File: src/rtl/deque_with_value_search_unit_macros.svh
// Assertion macros used by the deque with value search controller.
`ifndef DEQUE_WITH_VALUE_SEARCH_UNIT_MACROS_SVH
`define DEQUE_WITH_VALUE_SEARCH_UNIT_MACROS_SVH
`ifndef SYNTHESIS
`define DQVS_ASSERT_HOLDS(lbl, clk, rst_n, ante, cons, msg) \
    lbl: assert property (@(posedge clk) disable iff (!rst_n) (ante) |-> (cons)) \
        else $error(msg);
`define DQVS_ASSERT_NEXT(lbl, clk, rst_n, ante, cons, msg) \
    lbl: assert property (@(posedge clk) disable iff (!rst_n) (ante) |=> (cons)) \
        else $error(msg);
`else
`define DQVS_ASSERT_HOLDS(lbl, clk, rst_n, ante, cons, msg)
`define DQVS_ASSERT_NEXT(lbl, clk, rst_n, ante, cons, msg)
`endif
`endif

File: src/rtl/dqvs_pkg.sv
package dqvs_pkg;

    localparam int DATA_W = 32;
    localparam int CMD_W  = 3;

    localparam logic [CMD_W-1:0] CMD_PUSH_FRONT = 3'd0;
    localparam logic [CMD_W-1:0] CMD_POP_FRONT  = 3'd1;
    localparam logic [CMD_W-1:0] CMD_PUSH_BACK  = 3'd2;
    localparam logic [CMD_W-1:0] CMD_POP_BACK   = 3'd3;
    localparam logic [CMD_W-1:0] CMD_CONTAINS   = 3'd4;
    localparam logic [CMD_W-1:0] CMD_REMOVE     = 3'd5;

    localparam logic signed [DATA_W-1:0] POP_EMPTY_DATA = -32'sd1;

    typedef enum logic [2:0] {
        ST_IDLE,
        ST_POP,
        ST_SCAN,
        ST_SHIFT,
        ST_RESP
    } t_state;

    typedef struct packed {
        logic signed [DATA_W-1:0] data;
        logic                     hit;
        logic                     error;
    } t_result;

endpackage

File: src/rtl/dqvs_if.sv
interface dqvs_req_if;
    logic               valid;
    logic               ready;
    logic [2:0]         cmd;
    logic signed [31:0] value;

    modport source (output valid, output cmd, output value, input ready);
    modport sink (input valid, input cmd, input value, output ready);
endinterface

interface dqvs_rsp_if;
    logic               valid;
    logic               ready;
    logic signed [31:0] data;
    logic               hit;
    logic               error;

    modport source (output valid, output data, output hit, output error, input ready);
    modport sink (input valid, input data, input hit, input error, output ready);
endinterface

File: src/rtl/dqvs_mem.sv
module dqvs_mem import dqvs_pkg::*; #(
    parameter int DEPTH = 16,
    parameter int AW    = 4
) (
    input  logic              i_clk,
    input  logic              i_we,
    input  logic [AW-1:0]     i_waddr,
    input  logic [DATA_W-1:0] i_wdata,
    input  logic [AW-1:0]     i_raddr,
    output logic [DATA_W-1:0] o_rdata
);

    logic [DATA_W-1:0] mem [DEPTH];
    logic [DATA_W-1:0] r_rdata;

    always_ff @(posedge i_clk) begin
        if (i_we) begin
            mem[i_waddr] <= i_wdata;
        end
    end

    always_ff @(posedge i_clk) begin
        r_rdata <= mem[i_raddr];
    end

    assign o_rdata = r_rdata;

endmodule

File: src/rtl/dqvs_ctrl.sv
`include "deque_with_value_search_unit_macros.svh"

module dqvs_ctrl import dqvs_pkg::*; #(
    parameter int DEPTH = 16,
    parameter int AW    = 4,
    parameter int CW    = 5
) (
    input  logic              i_clk,
    input  logic              i_rst_n,
    dqvs_req_if.sink          i_req,
    output logic              o_res_valid,
    input  logic              i_res_ready,
    output t_result           o_res,
    output logic              o_mem_we,
    output logic [AW-1:0]     o_mem_waddr,
    output logic [DATA_W-1:0] o_mem_wdata,
    output logic [AW-1:0]     o_mem_raddr,
    input  logic [DATA_W-1:0] i_mem_rdata
);

    localparam logic [CW-1:0] COUNT_MAX = CW'(DEPTH);
    localparam logic [AW-1:0] SLOT_LAST = AW'(DEPTH - 1);

    t_state            r_state, n_state;
    logic [AW-1:0]     r_head, n_head;
    logic [CW-1:0]     r_count, n_count;
    logic [CW-1:0]     r_pos, n_pos;
    logic [AW-1:0]     r_slot, n_slot;
    logic [AW-1:0]     r_wslot, n_wslot;
    logic [CMD_W-1:0]  r_cmd, n_cmd;
    logic [DATA_W-1:0] r_val, n_val;
    t_result           r_res, n_res;

    logic              full;
    logic              empty;
    logic              at_last;
    logic [AW-1:0]     next_slot;

    function automatic logic [AW-1:0] slot_of(input logic [AW-1:0] head,
                                              input logic [CW-1:0] pos);
        logic [AW+1:0] s;
        s = {2'b00, head} + (AW+2)'(pos);
        if (s >= (AW+2)'(DEPTH)) begin
            s = s - (AW+2)'(DEPTH);
        end
        return s[AW-1:0];
    endfunction

    function automatic logic [AW-1:0] slot_next(input logic [AW-1:0] s);
        return (s == SLOT_LAST) ? '0 : s + AW'(1);
    endfunction

    function automatic logic [AW-1:0] slot_prev(input logic [AW-1:0] s);
        return (s == '0) ? SLOT_LAST : s - AW'(1);
    endfunction

    assign full      = (r_count == COUNT_MAX);
    assign empty     = (r_count == '0);
    assign at_last   = (r_pos == r_count - CW'(1));
    assign next_slot = slot_next(r_slot);
    assign o_res     = r_res;

    always_ff @(posedge i_clk) begin
        if (!i_rst_n) begin
            r_state <= ST_IDLE;
            r_head  <= '0;
            r_count <= '0;
        end else begin
            r_state <= n_state;
            r_head  <= n_head;
            r_count <= n_count;
        end
    end

    always_ff @(posedge i_clk) begin
        r_pos   <= n_pos;
        r_slot  <= n_slot;
        r_wslot <= n_wslot;
        r_cmd   <= n_cmd;
        r_val   <= n_val;
        r_res   <= n_res;
    end

    always_comb begin
        n_state     = r_state;
        n_head      = r_head;
        n_count     = r_count;
        n_pos       = r_pos;
        n_slot      = r_slot;
        n_wslot     = r_wslot;
        n_cmd       = r_cmd;
        n_val       = r_val;
        n_res       = r_res;
        i_req.ready = 1'b0;
        o_res_valid = 1'b0;
        o_mem_we    = 1'b0;
        o_mem_waddr = r_wslot;
        o_mem_wdata = i_mem_rdata;
        o_mem_raddr = r_slot;
        unique case (r_state)
            ST_IDLE: begin
                i_req.ready = 1'b1;
                if (i_req.valid) begin
                    n_cmd   = i_req.cmd;
                    n_val   = i_req.value;
                    n_res   = '0;
                    n_state = ST_RESP;
                    unique case (i_req.cmd) inside
                        CMD_PUSH_FRONT: begin
                            if (full) begin
                                n_res.error = 1'b1;
                            end else begin
                                o_mem_we    = 1'b1;
                                o_mem_waddr = slot_prev(r_head);
                                o_mem_wdata = i_req.value;
                                n_head      = slot_prev(r_head);
                                n_count     = r_count + CW'(1);
                            end
                        end
                        CMD_PUSH_BACK: begin
                            if (full) begin
                                n_res.error = 1'b1;
                            end else begin
                                o_mem_we    = 1'b1;
                                o_mem_waddr = slot_of(r_head, r_count);
                                o_mem_wdata = i_req.value;
                                n_count     = r_count + CW'(1);
                            end
                        end
                        CMD_POP_FRONT, CMD_POP_BACK: begin
                            if (empty) begin
                                n_res.data  = POP_EMPTY_DATA;
                                n_res.error = 1'b1;
                            end else begin
                                o_mem_raddr = (i_req.cmd == CMD_POP_FRONT) ? r_head
                                            : slot_of(r_head, r_count - CW'(1));
                                n_slot      = o_mem_raddr;
                                n_state     = ST_POP;
                            end
                        end
                        CMD_CONTAINS, CMD_REMOVE: begin
                            if (empty) begin
                                n_res.error = (i_req.cmd == CMD_REMOVE);
                            end else begin
                                o_mem_raddr = r_head;
                                n_slot      = r_head;
                                n_pos       = '0;
                                n_state     = ST_SCAN;
                            end
                        end
                        default: begin
                            n_res.error = 1'b1;
                        end
                    endcase
                end
            end
            ST_POP: begin
                n_res.data = i_mem_rdata;
                n_count    = r_count - CW'(1);
                if (r_cmd == CMD_POP_FRONT) begin
                    n_head = slot_next(r_head);
                end
                n_state = ST_RESP;
            end
            ST_SCAN: begin
                if (i_mem_rdata == r_val) begin
                    n_res.hit = 1'b1;
                    if (r_cmd == CMD_CONTAINS) begin
                        n_state = ST_RESP;
                    end else if (at_last) begin
                        n_count = r_count - CW'(1);
                        n_state = ST_RESP;
                    end else begin
                        o_mem_raddr = next_slot;
                        n_wslot     = r_slot;
                        n_slot      = next_slot;
                        n_pos       = r_pos + CW'(1);
                        n_state     = ST_SHIFT;
                    end
                end else if (at_last) begin
                    n_res.error = (r_cmd == CMD_REMOVE);
                    n_state     = ST_RESP;
                end else begin
                    o_mem_raddr = next_slot;
                    n_slot      = next_slot;
                    n_pos       = r_pos + CW'(1);
                end
            end
            ST_SHIFT: begin
                o_mem_we    = 1'b1;
                o_mem_waddr = r_wslot;
                o_mem_wdata = i_mem_rdata;
                n_wslot     = r_slot;
                if (at_last) begin
                    n_count = r_count - CW'(1);
                    n_state = ST_RESP;
                end else begin
                    o_mem_raddr = next_slot;
                    n_slot      = next_slot;
                    n_pos       = r_pos + CW'(1);
                end
            end
            ST_RESP: begin
                o_res_valid = 1'b1;
                if (i_res_ready) begin
                    n_state = ST_IDLE;
                end
            end
            default: begin
                n_state = ST_IDLE;
            end
        endcase
    end

    `DQVS_ASSERT_HOLDS(a_count_bound, i_clk, i_rst_n, 1'b1, r_count <= COUNT_MAX, "Entry count exceeds the store depth.")
    `DQVS_ASSERT_HOLDS(a_scan_in_range, i_clk, i_rst_n, r_state == ST_SCAN || r_state == ST_SHIFT, r_pos < r_count, "Scan position runs past the stored entries.")
    `DQVS_ASSERT_HOLDS(a_shift_no_overlap, i_clk, i_rst_n, r_state == ST_SHIFT, o_mem_waddr != o_mem_raddr, "Shift writes the entry it is reading.")
    `DQVS_ASSERT_NEXT(a_resp_to_idle, i_clk, i_rst_n, o_res_valid && i_res_ready, r_state == ST_IDLE, "Unit did not return to idle after handing over a result.")

endmodule

File: src/rtl/deque_with_value_search_unit.sv
// Double-ended queue of signed 32-bit values with value search and removal.
// Requests arrive on i_req (cmd, value) and each request yields exactly one
// response on o_rsp (data, hit, error); both channels use valid/ready.
// Entries sit in a DEPTH-entry synchronous memory addressed as a ring by a head
// index and an entry count.
// A push writes the memory as the request is accepted; a pop takes the read data
// in a separate state. Contains and remove walk the memory one entry per cycle
// through its single read port; a remove that shifts the entries behind the match
// reads one entry and writes the previous slot each cycle.
// After the memory work the response is registered in the controller and then in
// the output register before it reaches o_rsp.
// A completed response waits in an output register, and one more can be held
// inside the unit while the receiver stalls; after that no request is accepted.
// Reset empties the queue at once and drops any pending response; memory
// contents are not cleared, and read data is only used from entries that were written.
module deque_with_value_search_unit import dqvs_pkg::*; #(
    parameter int DEPTH = 16
) (
    input  logic      i_clk,
    input  logic      i_rst_n,
    dqvs_req_if.sink  i_req,
    dqvs_rsp_if.source o_rsp
);

    localparam int AW = (DEPTH > 1) ? $clog2(DEPTH) : 1;
    localparam int CW = $clog2(DEPTH + 1);

    logic              res_valid;
    logic              res_ready;
    t_result           res;
    logic              mem_we;
    logic [AW-1:0]     mem_waddr;
    logic [DATA_W-1:0] mem_wdata;
    logic [AW-1:0]     mem_raddr;
    logic [DATA_W-1:0] mem_rdata;

    logic              r_out_valid;
    t_result           r_out;

    dqvs_ctrl #(
        .DEPTH(DEPTH),
        .AW   (AW),
        .CW   (CW)
    ) u_ctrl (
        .i_clk      (i_clk),
        .i_rst_n    (i_rst_n),
        .i_req      (i_req),
        .o_res_valid(res_valid),
        .i_res_ready(res_ready),
        .o_res      (res),
        .o_mem_we   (mem_we),
        .o_mem_waddr(mem_waddr),
        .o_mem_wdata(mem_wdata),
        .o_mem_raddr(mem_raddr),
        .i_mem_rdata(mem_rdata)
    );

    dqvs_mem #(
        .DEPTH(DEPTH),
        .AW   (AW)
    ) u_mem (
        .i_clk  (i_clk),
        .i_we   (mem_we),
        .i_waddr(mem_waddr),
        .i_wdata(mem_wdata),
        .i_raddr(mem_raddr),
        .o_rdata(mem_rdata)
    );

    assign res_ready = !r_out_valid || o_rsp.ready;

    always_ff @(posedge i_clk) begin
        if (!i_rst_n) begin
            r_out_valid <= 1'b0;
        end else if (res_valid && res_ready) begin
            r_out_valid <= 1'b1;
        end else if (o_rsp.ready) begin
            r_out_valid <= 1'b0;
        end
    end

    always_ff @(posedge i_clk) begin
        if (res_valid && res_ready) begin
            r_out <= res;
        end
    end

    assign o_rsp.valid = r_out_valid;
    assign o_rsp.data  = r_out.data;
    assign o_rsp.hit   = r_out.hit;
    assign o_rsp.error = r_out.error;

endmodule
File: src/flat_wrapper.sv
// flat-port wrapper written by rule: the top's interface ports become plain ports
module deque_with_value_search_unit_flat import dqvs_pkg::*;
#(
    parameter int DEPTH = 16
)
  (i_clk, i_rst_n, i_req_valid, i_req_cmd, i_req_value, i_req_ready, o_rsp_valid, o_rsp_data, o_rsp_hit, o_rsp_error, o_rsp_ready);
  dqvs_req_if i_req_i ();
  dqvs_rsp_if o_rsp_i ();
  input  logic i_clk;
  input  logic i_rst_n;
  input wire logic [$bits(i_req_i.valid)-1:0] i_req_valid;
  input wire logic [$bits(i_req_i.cmd)-1:0] i_req_cmd;
  input wire logic [$bits(i_req_i.value)-1:0] i_req_value;
  output wire logic [$bits(i_req_i.ready)-1:0] i_req_ready;
  output wire logic [$bits(o_rsp_i.valid)-1:0] o_rsp_valid;
  output wire logic [$bits(o_rsp_i.data)-1:0] o_rsp_data;
  output wire logic [$bits(o_rsp_i.hit)-1:0] o_rsp_hit;
  output wire logic [$bits(o_rsp_i.error)-1:0] o_rsp_error;
  input wire logic [$bits(o_rsp_i.ready)-1:0] o_rsp_ready;
  assign i_req_i.valid = i_req_valid;
  assign i_req_i.cmd = i_req_cmd;
  assign i_req_i.value = i_req_value;
  assign i_req_ready = i_req_i.ready;
  assign o_rsp_valid = o_rsp_i.valid;
  assign o_rsp_data = o_rsp_i.data;
  assign o_rsp_hit = o_rsp_i.hit;
  assign o_rsp_error = o_rsp_i.error;
  assign o_rsp_i.ready = o_rsp_ready;
  deque_with_value_search_unit #(.DEPTH(DEPTH)) u_core (.i_clk(i_clk), .i_rst_n(i_rst_n), .i_req(i_req_i), .o_rsp(o_rsp_i));
endmodule
File: config.mk
export PLATFORM = sky130hd
export DESIGN_NAME = deque_with_value_search_unit_flat
export DESIGN_NICKNAME = d
export VERILOG_FILES = /design/src/rtl/dqvs_pkg.sv /design/src/rtl/dqvs_if.sv /design/src/rtl/dqvs_mem.sv /design/src/rtl/dqvs_ctrl.sv /design/src/rtl/deque_with_value_search_unit.sv /design/src/flat_wrapper.sv
export VERILOG_INCLUDE_DIRS = /design/src /design/src/rtl
export SDC_FILE = /design/constraint.sdc
export NUM_CORES = 1
export LEC_CHECK = 0
export BUFFER_PORTS_ARGS = -buffer_cell sky130_fd_sc_hd__buf_2
export CORE_MARGIN = 2
export CORE_UTILIZATION = 54
export DETAILED_ROUTE_END_ITERATION = 8
export PLACE_DENSITY = 0.83
export SYNTH_ARGS = -nofsm -noshare
export SYNTH_HDL_FRONTEND = slang
export SYNTH_HIERARCHICAL = 1
export SYNTH_SLANG_ARGS = --single-unit
export TNS_END_PERCENT = 10
File: constraint.sdc
create_clock -name i_clk -period 6.8 [get_ports i_clk]
set_input_delay 0.34 -clock i_clk [delete_from_list [all_inputs] [get_ports i_clk]]
set_output_delay 0.34 -clock i_clk [all_outputs]
set_load 0.02 [all_outputs]
* Word-level counts from Yosys, hierarchy flattened *
Memory sizes are Yosys's and may differ from the RTL's. A register that Yosys moved wholly into a read port is not among the register bits.
Index checks and enable logic that the tools add are counted.

word-level totals
  RAM bits = 512
  flip-flop bits (word level) = 129
  memories = 1
  output and inout port bits = 36

memories
  name              words  width  rd ports  clocked after Yosys merged registers in  write ports  RTL line        source
  u_core.u_mem.mem  16     32     1         1                                        1            dqvs_mem.sv:13  logic [DATA_W-1:0] mem [DEPTH];

operators by class
  mux-type cells = 78
  add/sub/neg operators = 10
  reduce and logical (&&, ||, !) cells = 25
  magnitude comparators = 2
  equality and inequality tests = 31

operator list
  cell                                                  number
  two-way mux 32 bit                                    6
  two-way mux 4 bit                                     23
  one-hot mux 32 bit (2 select lines)                   1
  two-way mux 5 bit                                     12
  two-way mux 34 bit                                    1
  == test 32 bit                                        1
  one-hot mux 4 bit (2 select lines)                    4
  two-way mux 3 bit                                     8
  != test 2 bit (second input constant)                 11
  one-hot mux 5 bit (4 select lines)                    1
  == test 3 bit (second input constant)                 5
  two-way mux 1 bit                                     15
  one-hot mux 3 bit (5 select lines)                    1
  one-hot mux 5 bit (3 select lines)                    1
  adder 4 x 5 -> 6 bit                                  2
  == test 3 x 2 -> 1 bit (second input constant)        4
  >= comparator 6 x 5 -> 1 bit (second input constant)  2
  one-hot mux 4 bit (3 select lines)                    1
  subtractor 4 x 1 -> 4 bit (second input constant)     3
  adder 5 x 1 -> 5 bit (second input constant)          2
  AND reduction 5 bit                                   2
  == test 3 x 1 -> 1 bit (second input constant)        3
  adder 4 x 1 -> 4 bit (second input constant)          2
  == test 4 bit (second input constant)                 2
  other kinds (23)                                      33

* Depth between registers and ports, before layout *
Gate-level depths: netlist of the first run.

  depth after elaboration = 9
  depth in mapped cells = 15
  gate-level depth less buffers = 13

* Modules after synthesis *
Netlist of the first run, hierarchy kept.

modules (own cells, without submodules)
  module                        cells each  sequential area each (µm²)  area an instance (µm²)  instances
  dqvs_mem                      838         16015.4                     19835.3                 1
  dqvs_ctrl                     536         2662.6                      5417.7                  1
  deque_with_value_search_unit  39          1041.0                      1078.5                  1

* Worst setup path after synthesis of the first run *
OpenSTA, ideal clock, no wires.

  kind = register to register
  from = register u_core.u_ctrl.r_state[0]
  to = memory u_core.u_mem.mem[0][0], enable pin
  stages on the path, launching flop included = 11
  path slack = 1.437 ns
  library setup time = 0.461 ns
  clock period less this slack = 5.363 ns
  arrival time = 4.902 ns
  buffers on the path = 2
  path through = dfxtp_1 > or3_1 > inv_2 > nand2_2 > inv_2 > nand2_1 > clkbuf_1 > clkbuf_1 > o21ai_1 > or3b_2 > nor3_1

between the ends
  word-level cells in the longest chain between the ends = 4
  elaborated cells on any way between the ends = 6

RTL lines
  item                                                                RTL line                            source
  start, declared                                                     dqvs_ctrl.sv:24                     t_state r_state, n_state;
  start signal, assigned                                              dqvs_ctrl.sv:69                     r_state <= n_state;
  == test 3 x 2 -> 1 bit / logical NOT 3 bit (equally long branches)  dqvs_ctrl.sv:100                    unique case (r_state)
  one-hot mux 1 bit (2 select lines) *                                dqvs_ctrl.sv:100
  net u_core.mem_we                                                   deque_with_value_search_unit.sv:31  logic mem_we;
  two-way mux 1 bit *                                                 dqvs_mem.sv:17                      if (i_we) begin
  two-way mux 1 bit (not written as such) *                           dqvs_mem.sv:18                      mem[i_waddr] <= i_wdata;
  end, declared                                                       dqvs_mem.sv:13

The timed path passes the listed nets; every way through them passes the cells marked *.

* Worst setup path in the final report of the first run *
  from = register u_core.u_ctrl.r_state[2]
  to = memory u_core.u_mem.mem[5][25], enable pin

Same word-level chain as after synthesis.

==> impl_results.md, run 1 <==
- Status: completed
- DRT Wirelength: 61400 um
- Peak VDD IR: 0.242 mV
- Static leakage: 10.2 nW
- Drt wl/cell: roughly 28 um
- Routed met1 length: 23000 um
- Placed Area: 27500 um^2
- Max Used Layer: met4
- Async set-reset flop share out of synthesis: 0%
- Post-Layout Inst Area: ~30000 um^2
- Max_cap viols: 0
- Crit share post-route: 75.3%
- CTS Sinks: 673
- Post-Syn Area per Cell: 18.6 um^2
- Fillers: 3099
- Pwr dens: 386 nW/um^2
- Multi-input logic area: 6390 um^2
- Met2 wire length: 30100 um
- CORE AREA: 47900 um^2
- Worst-Margin Slew: 1.41 ns
- Largest net degree at the start of global routing: 67
- DR vias/cell: 6.48
- Clk_skew: 0.0269 ns
- Part of the Yosys area used for sequential elements: between 70% and 80%
- Num CTS Buffers: 67
- Largest stage delay, worst path: between 1 and 1.5 ns
- CTS root buf: clkbuf_16
- DRC errors left: 0
- Sw Share: 28.4%
- Critical Path Sink Type: register
- First-pass GRT wire length: 91700 um
- Worst path cell trace: or3_1 > inv_2 > nand2_2 > inv_2 > buf_4 > nand2_2 > o21ai_1 > nand3b_1 > nor2_4
- DP Wirelength: 34400 um
- Ports: 75
- Final ANT Viol Nets: 0
- Cts repair resizes: 0
- Startpoint Class: register
- Cts hold-fix bufs: 32
- RSZ-0062 raised after global routing: false
- Area grow syn2layout: 14.0%
- Setup CP Type: register to register
- Post-synthesis register bit count: around 670
- # setup viols final: 0
- Chip width: between 200 and 250 um
- Routed wl met3: ~5800 um
- Int Power: 8.30 mW
- Synthesis Warnings: 6
- CP bufs+invs: 3
- Post-Syn Area: around 26000 um^2
- Share of cells above drive strength 1: 23.0%
- Initial Utilization: between 50% and 60%
- Clock transition at path regs: approximately 0.06 ns
- CTS Buffer Depth: 3
- Fmax: 0.195 GHz
- Critical path fanouts, max: 39
- Clock Power Share: 32.3%
- Seq. cell area: between 15000 and 20000 um^2
- Worst EP required: 7.00 ns
- Total track usage: about a quarter
- Number of post-CTS setup repair buffers: 0
- Drt pass-1 iters: 5
- Grt ovf: 0
- Die height: approximately 220 um
- Setup TNS Final: 0 ns
- CTS H-tree lvls: 3
- Clk_lat worst skew: 0.61 ns
- GPL Wtd Cong: 0.876
- Worst Path Arrival: roughly 5.3 ns
- Yosys cell types: between 70 and 80
- Slowest-stage cell, CP: nor2_4
- Fin. Hold Viols: 0
- Delay-heaviest family, CP: simple AND/OR/NAND/NOR gates
- # rows: 80
- P_sw: 3.30 mW
- Post-route minimum period: slightly above 5 ns
- CTS tree: done
- DR vias: roughly 14000
- Syn nets: 1467
- Sequential Power Share: 46.2%
- DR iter-0 viols: 1905
- Comb pwr share: 21.5%
- Initial antenna violation count: 0
- Diode count: 0
- Post-synthesis cell count: 1413
- Layout Nets: 1586
- Most frequent cells in the layout: 624 x edfxtp_1, 161 x nand2_1, 128 x mux4_2
- Leading cell type in the layout, fill and taps excluded: edfxtp_1
- Max-slew headroom: 5.65%
- Post-synth top flop: edfxtp_1
- Final max-slew violation count: 0
- Worst min path class: input port to register
- Die area: 50500 um^2
- Vias in the first global route: between 10000 and 15000
- EDFF count, synth: approximately 620
- Port-buffer cells: between 70 and 80
-- Yosys cell counts, types with 11 or more instances --
cell type | number | area share [%]
edfxtp_1 | 624 | 71
xnor2_1 | 45 | 1.5
a21oi_1 | 16 | 0.30
nor2_1 | 34 | 0.48
nand4_1 | 14 | 0.33
inv_1 | 14 | 0.20
mux2i_1 | 11 | 0.42
a21o_1 | 38 | 1.1
nand2_1 | 164 | 2.3
a22oi_1 | 64 | 1.8
dfxtp_1 | 49 | 3.7
mux4_2 | 128 | 11
buf_2 | 14 | 0.27
ha_1 | 13 | 0.62
clkbuf_1 | 38 | 0.54
-- metrics by stage --
| stage | utilization (%) | power [mW] | cells | worst slack (ns) | hold WS [ns] |
|---|---|---|---|---|---|
| final | 62.6 | 11.6 | 2201 | 1.68 | 0.0310 |
| after CTS | 62.6 | 11.6 | 2201 | 1.81 | 0.0161 |
| after detailed placement | 57.3 | 7.87 | 2046 | 1.87 | 0.405 |
| after global placement | 57.3 | 7.76 | 2046 | 2.10 | 0.405 |
| after global routing | 62.6 | 12.0 | 2201 | 1.45 | 0.0339 |
| after floorplan | - | 7.07 | 1413 | 1.44 | 0.400 |
-- final timing paths --
path	end	slack [ns]	depth (start not counted)	startpoint
max	u_core/u_mem/mem[5][25]$_DFFE_PP_	1.68	9	u_core/u_ctrl/r_state[2]$_SDFFE_PN0P_
min	u_core/o_rsp.valid$_SDFFE_PN0P_	0.03	3	o_rsp_ready
max reg2reg	u_core/u_mem/mem[5][25]$_DFFE_PP_	1.68	9	u_core/u_ctrl/r_state[2]$_SDFFE_PN0P_
min reg2reg	u_core/o_rsp.data[11]$_DFFE_PP_	0.42	0	u_core/u_ctrl/o_res[13]$_DFFE_PP_
-- sequential cells by signal, summed over array words and instances (netlist names) --
name,count
u_core/u_mem/mem,512
u_core/u_ctrl/o_res,34
u_core/o_rsp.data,32
u_core/u_ctrl/r_val,32
u_core/u_mem/o_rdata,32
u_core/u_ctrl/r_count,5
u_core/u_ctrl/r_pos,5
u_core/u_ctrl/r_head,4
u_core/u_ctrl/r_slot,4
u_core/u_ctrl/r_wslot,4
u_core/u_ctrl/r_cmd,3
u_core/u_ctrl/r_state,3
u_core/o_rsp.error,1
u_core/o_rsp.hit,1
u_core/o_rsp.valid,1
-- kinds of logic (layout without fill, tap and decap cells) --
group / after synthesis / in the layout / share of synthesized area, %
flops: 673 / 673 / 74.9
simple gates: 274 / 274 / 4.96
compound gates: 168 / 168 / 4.58
mux: 142 / 142 / 11.5
buf+inv: 90 / 263 / 1.51
xor+xnor: 51 / 51 / 1.81
fa+ha+maj: 15 / 15 / 0.770
-- worst register-to-register path, cell delays in order, from the launching register on --
cell	delay, ns
dfxtp_1	0.47
or3_1	0.53
inv_2	0.13
nand2_2	0.14
inv_2	0.07
buf_4	0.52
nand2_2	0.72
o21ai_1	0.49
nand3b_1	0.44
nor2_4	1.17
-- per-layer routing --
metal	vias to the layer above	global-route usage [%]
li1	5871	-
met1	7275	33.5
met2	939	40.3
met3	179	4.90
met4	0	10.6
met5	-	0
-- power by group through the flow --
stage               Combinational (mW)  Clock, mW  Sequential, mW
floorplan                         1.71          0            5.36
global placement                  2.34          0            5.42
detailed placement                2.44          0            5.43
CTS                               2.49       3.79            5.35
global route                      2.68       3.93            5.37
finish                            2.50       3.75            5.36
-- final cells by class --
type                    count  share of cell area (%)
multi-input cells         650                    21.3
clock buffers              92                    6.07
clock inverters            31                    1.33
well taps                 615                    2.56
flip-flops and latches    673                    65.7
repair buffers            122                    2.83
inverters                  18                   0.225
(Power assumes the default switching activity.)
==> run 2: changes to the inputs <==
- clock period: 6.8 -> 4.85 ns (I/O delays scaled with it)
==> impl_results.md, run 2 (same netlist as run 1, synthesis figures left out) <==
- Ports: 75 (unchanged)
- Diode count: 0 (unchanged)
- CTS root buf: clkbuf_16
- CORE AREA: 47900 um^2 (unchanged)
- Worst reg-to-reg path cell count: 10 (+1)
- Pre-CTS WS: 0.737 ns (-1.13 ns)
- Clk_skew: 0.0197 ns (-0.00715 ns)
- Status: completed
- Port-buffer cells: 74 (unchanged)
- Critical Path Sink Type: register
- Num CTS Buffers: 67 (unchanged)
- Worst setup margin: 0.612 ns (-1.07 ns)
- Share of cells above drive strength 1: 24.1% (+1.2 points)
- Critical path fanouts, max: 63 (+62%)
- Worst EP required: 5.33 ns (-1.67 ns)
- Top reg by flops: u_core/u_mem/mem
- Final max-slew violation count: 0 (unchanged)
- DR vias: 14400 (+1.0%)
- DR vias/cell: 6.49 (+0.16%)
- DP Wirelength: 34000 um (-0.99%)
- Worst Path Arrival: 4.72 ns (-0.60 ns)
- Peak VDD IR: 0.326 mV (+35%)
- Crit path from: u_core/u_ctrl/r_val[23]$_DFFE_PP_
- Drt pass-1 iters: 8 (+3)
- Largest net degree at the start of global routing: 81 (+21%)
- Worst min path class: input port to register
- Die area: 50500 um^2 (unchanged)
- DRC errors left: 0 (unchanged)
- Most frequent cells in the layout: 624 x edfxtp_1, 161 x nand2_1, 128 x mux4_2
- Setup TNS Final: 0 ns (unchanged)
- Setup CP Type: register to register
- Total track usage: 26.3% (+1.4 points)
- Final ANT Viol Nets: 0 (unchanged)
- # setup viols final: 0 (unchanged)
- CTS Buffer Depth: 3 (unchanged)
- Grt ovf: 0 (unchanged)
- Max-slew headroom: 27.6% (+22 points)
- CTS Sinks: 673 (unchanged)
- Pwr dens: 540 nW/um^2 (+40%)
- DRT Wirelength: 65000 um (+5.8%)
- # rows: 80 (unchanged)
- Area grow syn2layout: 15.6%
- Crit path capture: u_core/u_mem/o_rdata[14]$_DFF_P_
- Max_cap viols: 0 (unchanged)
- R2r setup slk: 0.61 ns (-1.07 ns)
- CTS tree: done
- Static leakage: 10.4 nW (+2.0%)
- Clk_lat worst skew: 0.60 ns (about the same)
- Final Core Density: 63.5% (+0.86 points)
- Post-route minimum period: 4.24 ns (-0.881 ns)
- Crit share post-route: 87.4% (+12 points)
- First-pass GRT wire length: 95000 um (+3.6%)
- Startpoint Class: register
- Worst R2R Start: u_core/u_ctrl/r_val[23]$_DFFE_PP_
- Fmax: 0.236 GHz (+21%)
- R2r endpoint: u_core/u_mem/o_rdata[14]$_DFF_P_
- Drt wl/cell: 29.3 um (+4.8%)
- Cts repair resizes: 0 (unchanged)
- Initial Utilization: 54.9% (unchanged)
- DR iter-0 viols: 1973 (+3.6%)
- CTS H-tree lvls: 3 (unchanged)
- RSZ-0062 raised after global routing: false
- Initial antenna violation count: 1 (+1)
- GPL Wtd Cong: 0.852 (-2.7%)
- Worst-Margin Slew: 1.08 ns (-0.330 ns)
- Clock transition at path regs: 0.07 ns (about the same)
- Fin. Hold Viols: 0 (unchanged)
- Max reg flops: 512 (unchanged)
- Vias in the first global route: 14600 (+0.38%)
- Hold WS: 0.0583 ns (+0.0274 ns)
- Chip width: 225 um (unchanged)
- Die height: 225 um (unchanged)
- Fillers: 3076 (-0.74%)
- Layout Nets: 1609 (+1.5%)
- Leading cell type in the layout, fill and taps excluded: edfxtp_1
==> run 2: cell types whose count changed in the layout (fill, tap and decap cells not counted), sizes merged <==
cell         delta
clkinvlp        -3
buf            +20
clkbuf          -1
bufinv          +1
clkinv          +4
dlygate4sd3     +3
inv             -5
==> run 2: critical path: stages (launching register included) <==
cell and delay, ns:
edfxtp_1 0.40, xnor2_1 0.54, nand4_1 0.24, nor4_2 0.50, nand2_1 0.22, or3_1 0.46
a31oi_4 0.29, buf_12 0.44, mux4_2 0.58, a22oi_1 0.23, nand2_1 0.10
==> run 2: report_power, final <==
part / switching, mW / leakage (nW) / total, mW / internal [mW]
clock: 2.14 / 1.12 / 5.38 / 3.24
sequential: 0.269 / 6.11 / 7.51 / 7.24
combinational: 2.17 / 3.16 / 3.56 / 1.38
==> run 2: cell type report <==
cell class | instances | area [um^2] | area share (%)
Sequential cell | 673 | 19700 | 64.8
Multi-Input combinational cell | 650 | 6400 | 21.0
Clock buffer | 91 | 1910 | 6.28
Timing Repair Buffer | 145 | 1190 | 3.91
Tap cell | 615 | 769 | 2.53
Clock inverter | 28 | 375 | 1.23
Inverter | 18 | 67.6 | 0.222
==> run 2: layer usage <==
| metal | part of all wire (%) | GRT usage (%) | up-vias |
|---|---|---|---|
| met5 | 0 | 0 | - |
| met3 | 12 | 6.15 | 173 |
| met1 | 36 | 35.1 | 7284 |
| li1 | - | - | 5910 |
| met2 | 48 | 41.9 | 1043 |
| met4 | 4.0 | 11.6 | 0 |
==> run 2: what timing repair did <==
item	4_1_cts	5_1_grt
buffers inserted	0	0
hold buffers	35	0
endpoints found under the hold margin	35	0
==> run 2: metrics by stage <==
stage	power, mW	std cells	cell area, um^2
global placement	10.9	2066	27800
floorplan	9.92	1413	26300
detailed placement	11.0	2066	27800
finish	16.4	2220	30400
global route	17.0	2220	30400
CTS	16.5	2220	30400
==> run 2: worst min path at each step <==
stage	startpoint	end	slack, ns	cells past startpoint
2_1_floorplan	i_req_cmd[0]	u_core/u_ctrl/r_cmd[0]$_DFFE_PP_	0.34	0
3_3_place_gp	u_core/u_ctrl/o_res[31]$_DFFE_PP_	u_core/o_rsp.data[29]$_DFFE_PP_	0.41	0
3_5_place_dp	u_core/u_ctrl/o_res[14]$_DFFE_PP_	u_core/o_rsp.data[12]$_DFFE_PP_	0.40	0
4_1_cts	i_rst_n	u_core/u_ctrl/r_state[2]$_SDFFE_PN0P_	0.03	2
5_1_grt	i_rst_n	u_core/u_ctrl/r_state[2]$_SDFFE_PN0P_	0.06	2
6_report	i_rst_n	u_core/u_ctrl/r_state[2]$_SDFFE_PN0P_	0.06	2
==> run 3: changes to the inputs <==
- ABC_AREA: unset -> 1
- PLACE_DENSITY: 0.83 -> 0.82
==> impl_results.md, run 3 <==
- CTS Buffer Depth: 3 (unchanged)
- EDFF count, synth: 624 (unchanged)
- Grt ovf: 0 (unchanged)
- Worst EP required: 5.42 ns (+0.09 ns)
- Post-synth top flop: edfxtp_1
- Top cells by area, synth: edfxtp_1 63%, nand2_1 11%, nand3_1 7.2%, inv_1 6.1%, dfxtp_1 3.3%
- Post-synthesis cell count: 2857 (+100%)
- CTS root buf: clkbuf_16
- Initial antenna violation count: 5 (+4)
- DRC errors left: 0 (unchanged)
- Share of cells above drive strength 1: 9.39% (-15 points)
- Top reg by flops: u_core/u_mem/mem
- Synthesis Warnings: 6 (unchanged)
- DRT Wirelength: 71000 um (+9.3%)
- Crit share post-route: 82.0% (-5.4 points)
- Peak VDD IR: 1.28 mV (+290%)
- Clock Power Share: 22.0% (-11 points)
- Most frequent cells in the layout: 842 x nand2_1, 624 x edfxtp_1, 480 x inv_1
- Critical Path Sink Type: register
- Ports: 75 (unchanged)
- Fin. Hold Viols: 0 (unchanged)
- Post-synthesis register bit count: 673 (unchanged)
- Status: completed
- Max_cap viols: 0 (unchanged)
- Max reg flops: 512 (unchanged)
- Layout Nets: 3014 (+87%)
- Critical path fanouts, max: 53 (-16%)
- Int Power: 13.1 mW (+10%)
- CTS Sinks: 673 (unchanged)
- Largest net degree at the start of global routing: 135 (+67%)
- Number of post-CTS setup repair buffers: 0 (unchanged)
- CORE AREA: 53900 um^2 (+12%)
- Worst Path Arrival: 4.55 ns (-0.17 ns)
- Hold_sp: i_req_valid
- First-pass GRT wire length: 109000 um (+14%)
- Top-area cell type share of the netlist area: 63.4% (-7.8 points)
- Final max-slew violation count: 0 (unchanged)
- DR iter-0 viols: 2572 (+30%)
- Hold Path Sink: u_core/u_ctrl/r_state[2]$_SDFFE_PN0P_
- RSZ-0062 raised after global routing: false
- R2r setup slk: 0.87 ns (+0.26 ns)
- Comb pwr share: 41.7% (+20 points)
- Yosys cell types: 47 (-34%)
- Clk_lat worst skew: 0.64 ns (+0.04 ns)
- Leading cell type in the layout, fill and taps excluded: nand2_1
- Num CTS Buffers: 61 (-9.0%)
- Part of the Yosys area used for sequential elements: 66.7% (-8.2 points)
- Seq. cell area: 19700 um^2 (unchanged)
- Vias in the first global route: 19700 (+35%)
- Setup TNS Final: 0 ns (unchanged)
- Largest area contributor in the netlist: edfxtp_1
- CTS H-tree lvls: 2 (-1)
- Worst reg-to-reg path cell count: 16 (+6)
- CTS tree: done
- Fmax: 0.251 GHz (+6.5%)
- Die area: 56600 um^2 (+12%)
- P_sw: 8.95 mW (+96%)
- Post-route minimum period: 3.98 ns (-0.260 ns)
- R2r endpoint: u_core/u_mem/o_rdata[2]$_DFF_P_
- Synth cell count leaders: 843 x nand2_1, 624 x edfxtp_1, 483 x inv_1
- Clk_skew: 0.0227 ns (+0.00300 ns)
- Sequential Power Share: 36.3% (-9.4 points)
- Count leader, synth: nand2_1
- DR vias/cell: 5.56 (-14%)
- Syn nets: 2911 (+98%)
- Worst R2R Start: u_core/u_ctrl/r_count[0]$_SDFFE_PN0P_
- GPL Wtd Cong: 0.910 (+6.8%)
- Drt pass-1 iters: 8 (unchanged)
- Pwr dens: 665 nW/um^2 (+23%)
- Startpoint Class: register
- Area grow syn2layout: 12.1%
- Sw Share: 40.6% (+13 points)
- Worst-Margin Slew: 1.36 ns (+0.281 ns)
- Setup CP Type: register to register
- Port-buffer cells: 74 (unchanged)
- Post-Syn Area per Cell: 10.3 um^2 (-44%)
- # rows: 85 (+6.3%)
- Die height: 238 um (+5.8%)
- Post-Syn Area: 29600 um^2 (+12%)
- Chip width: 238 um (+5.8%)
- Max-slew headroom: 8.56% (-19 points)
- # setup viols final: 0 (unchanged)
- DP Wirelength: 37900 um (+11%)
- Fillers: 3912 (+27%)
- Hold depth: 5 (+3)
- DR vias: 20600 (+43%)
- Async set-reset flop share out of synthesis: 0% (unchanged)
- Final ANT Viol Nets: 0 (unchanged)
- Initial Utilization: 54.8% (-0.11 points)
- Worst min path class: input port to register
- Multi-input logic area: 7250 um^2 (+13%)
- Diode count: 0 (unchanged)
- Static leakage: 13.9 nW (+34%)
- Total track usage: 25.0% (-1.3 points)
- Clock transition at path regs: 0.06 ns (about the same)
- Drt wl/cell: 19.1 um (-35%)
- Hold WS: 0.243 ns (+0.185 ns)
run 3: cell types whose count changed in the layout (fill, tap and decap cells not counted), sizes merged, moves of 39 or more:
cell	delta
nand2	+683
inv	+482
nand3	+426
mux4	-128
o21ai	+70
a22oi	-63
nor2	+44
a21o	-39
run 3: worst max-delay path: stages (launching register included):
cell and delay (ns):
dfxtp_1 0.35, inv_1 0.20, ha_1 0.27, nand3_1 0.35, nand3_1 0.23, nand3_2 0.11, nor2_4 0.32, nand2_1 0.08
o21ai_1 0.11, or2_0 0.13, nand4_1 0.21, inv_4 0.58, buf_4 0.50, nand3_1 0.15, nand3_1 0.12, nand3_1 0.09
nand2_1 0.07
run 3: per-layer routing:
metal,GRT usage (%),part of all wire [%],wire length (um)
met2,42.4,49,34900
met3,3.68,10,7140
met4,11.3,4.0,2870
met5,0,0.077,55
met1,32.1,37,26100
run 3: per-stage QoR:
step	util, %	area, um^2	instances	total power, mW	worst slack (ns)
floorplan	-	29600	2857	15.0	0.972
global placement	57.0	30700	3555	16.8	1.07
detailed placement	57.0	30700	3555	17.0	0.958
CTS	61.5	33100	3709	21.9	0.935
global route	61.5	33100	3709	23.2	0.542
finish	61.5	33100	3709	22.0	0.872
run 3: cell type report:
class	instances	area share [%]
Timing Repair Buffer	164	4.12
Multi-Input combinational cell	1559	21.9
Tap cell	696	2.63
Sequential cell	673	59.5
Inverter	501	5.71
Clock inverter	33	1.04
Clock buffer	83	5.10
run 3: kinds of logic after synthesis:
| kind of cell | Yosys count | synth area share (%) |
|---|---|---|
| adder cells (fa/ha/maj) | 15 | 0.686 |
| buffers and inverters | 625 | 9.22 |
| AND/OR/NAND/NOR | 1383 | 20.0 |
| AO/OA/AOI/OAI | 129 | 2.38 |
| XOR/XNOR | 31 | 0.919 |
| multiplexers | 1 | 0.0339 |
| flip-flops | 673 | 66.7 |
run 3: repair_timing:
item                                   in CTS  in global routing
hold buffers                               38                  0
endpoints found under the hold margin      46                  0
gates resized for setup                     0                  0
run 3: worst max-delay path by stage:
stage                                          startpoint                           endpoint  slack [ns]  cells past startpoint
global placement    u_core/u_ctrl/r_count[0]$_SDFFE_PN0P_    u_core/u_mem/o_rdata[4]$_DFF_P_        1.07                     16
floorplan           u_core/u_ctrl/r_state[2]$_SDFFE_PN0P_  u_core/u_mem/mem[13][0]$_DFFE_PP_        0.97                     14
finish              u_core/u_ctrl/r_count[0]$_SDFFE_PN0P_    u_core/u_mem/o_rdata[2]$_DFF_P_        0.87                     16
CTS                 u_core/u_ctrl/r_count[0]$_SDFFE_PN0P_    u_core/u_mem/o_rdata[5]$_DFF_P_        0.94                     16
global route        u_core/u_ctrl/r_count[0]$_SDFFE_PN0P_    u_core/u_mem/o_rdata[1]$_DFF_P_        0.54                     16
detailed placement  u_core/u_ctrl/r_count[0]$_SDFFE_PN0P_    u_core/u_mem/o_rdata[4]$_DFF_P_        0.96                     16
run 3: power groups by stage:
stage                     registers, mW  clock network [mW]  logic, mW
after CTS                          8.00                4.88       9.04
after global routing               8.05                5.10       10.1
after global placement             8.10                   0       8.68
after detailed placement           8.11                   0       8.90
after floorplan                    8.12                   0       6.89
final                              8.01                4.84       9.20
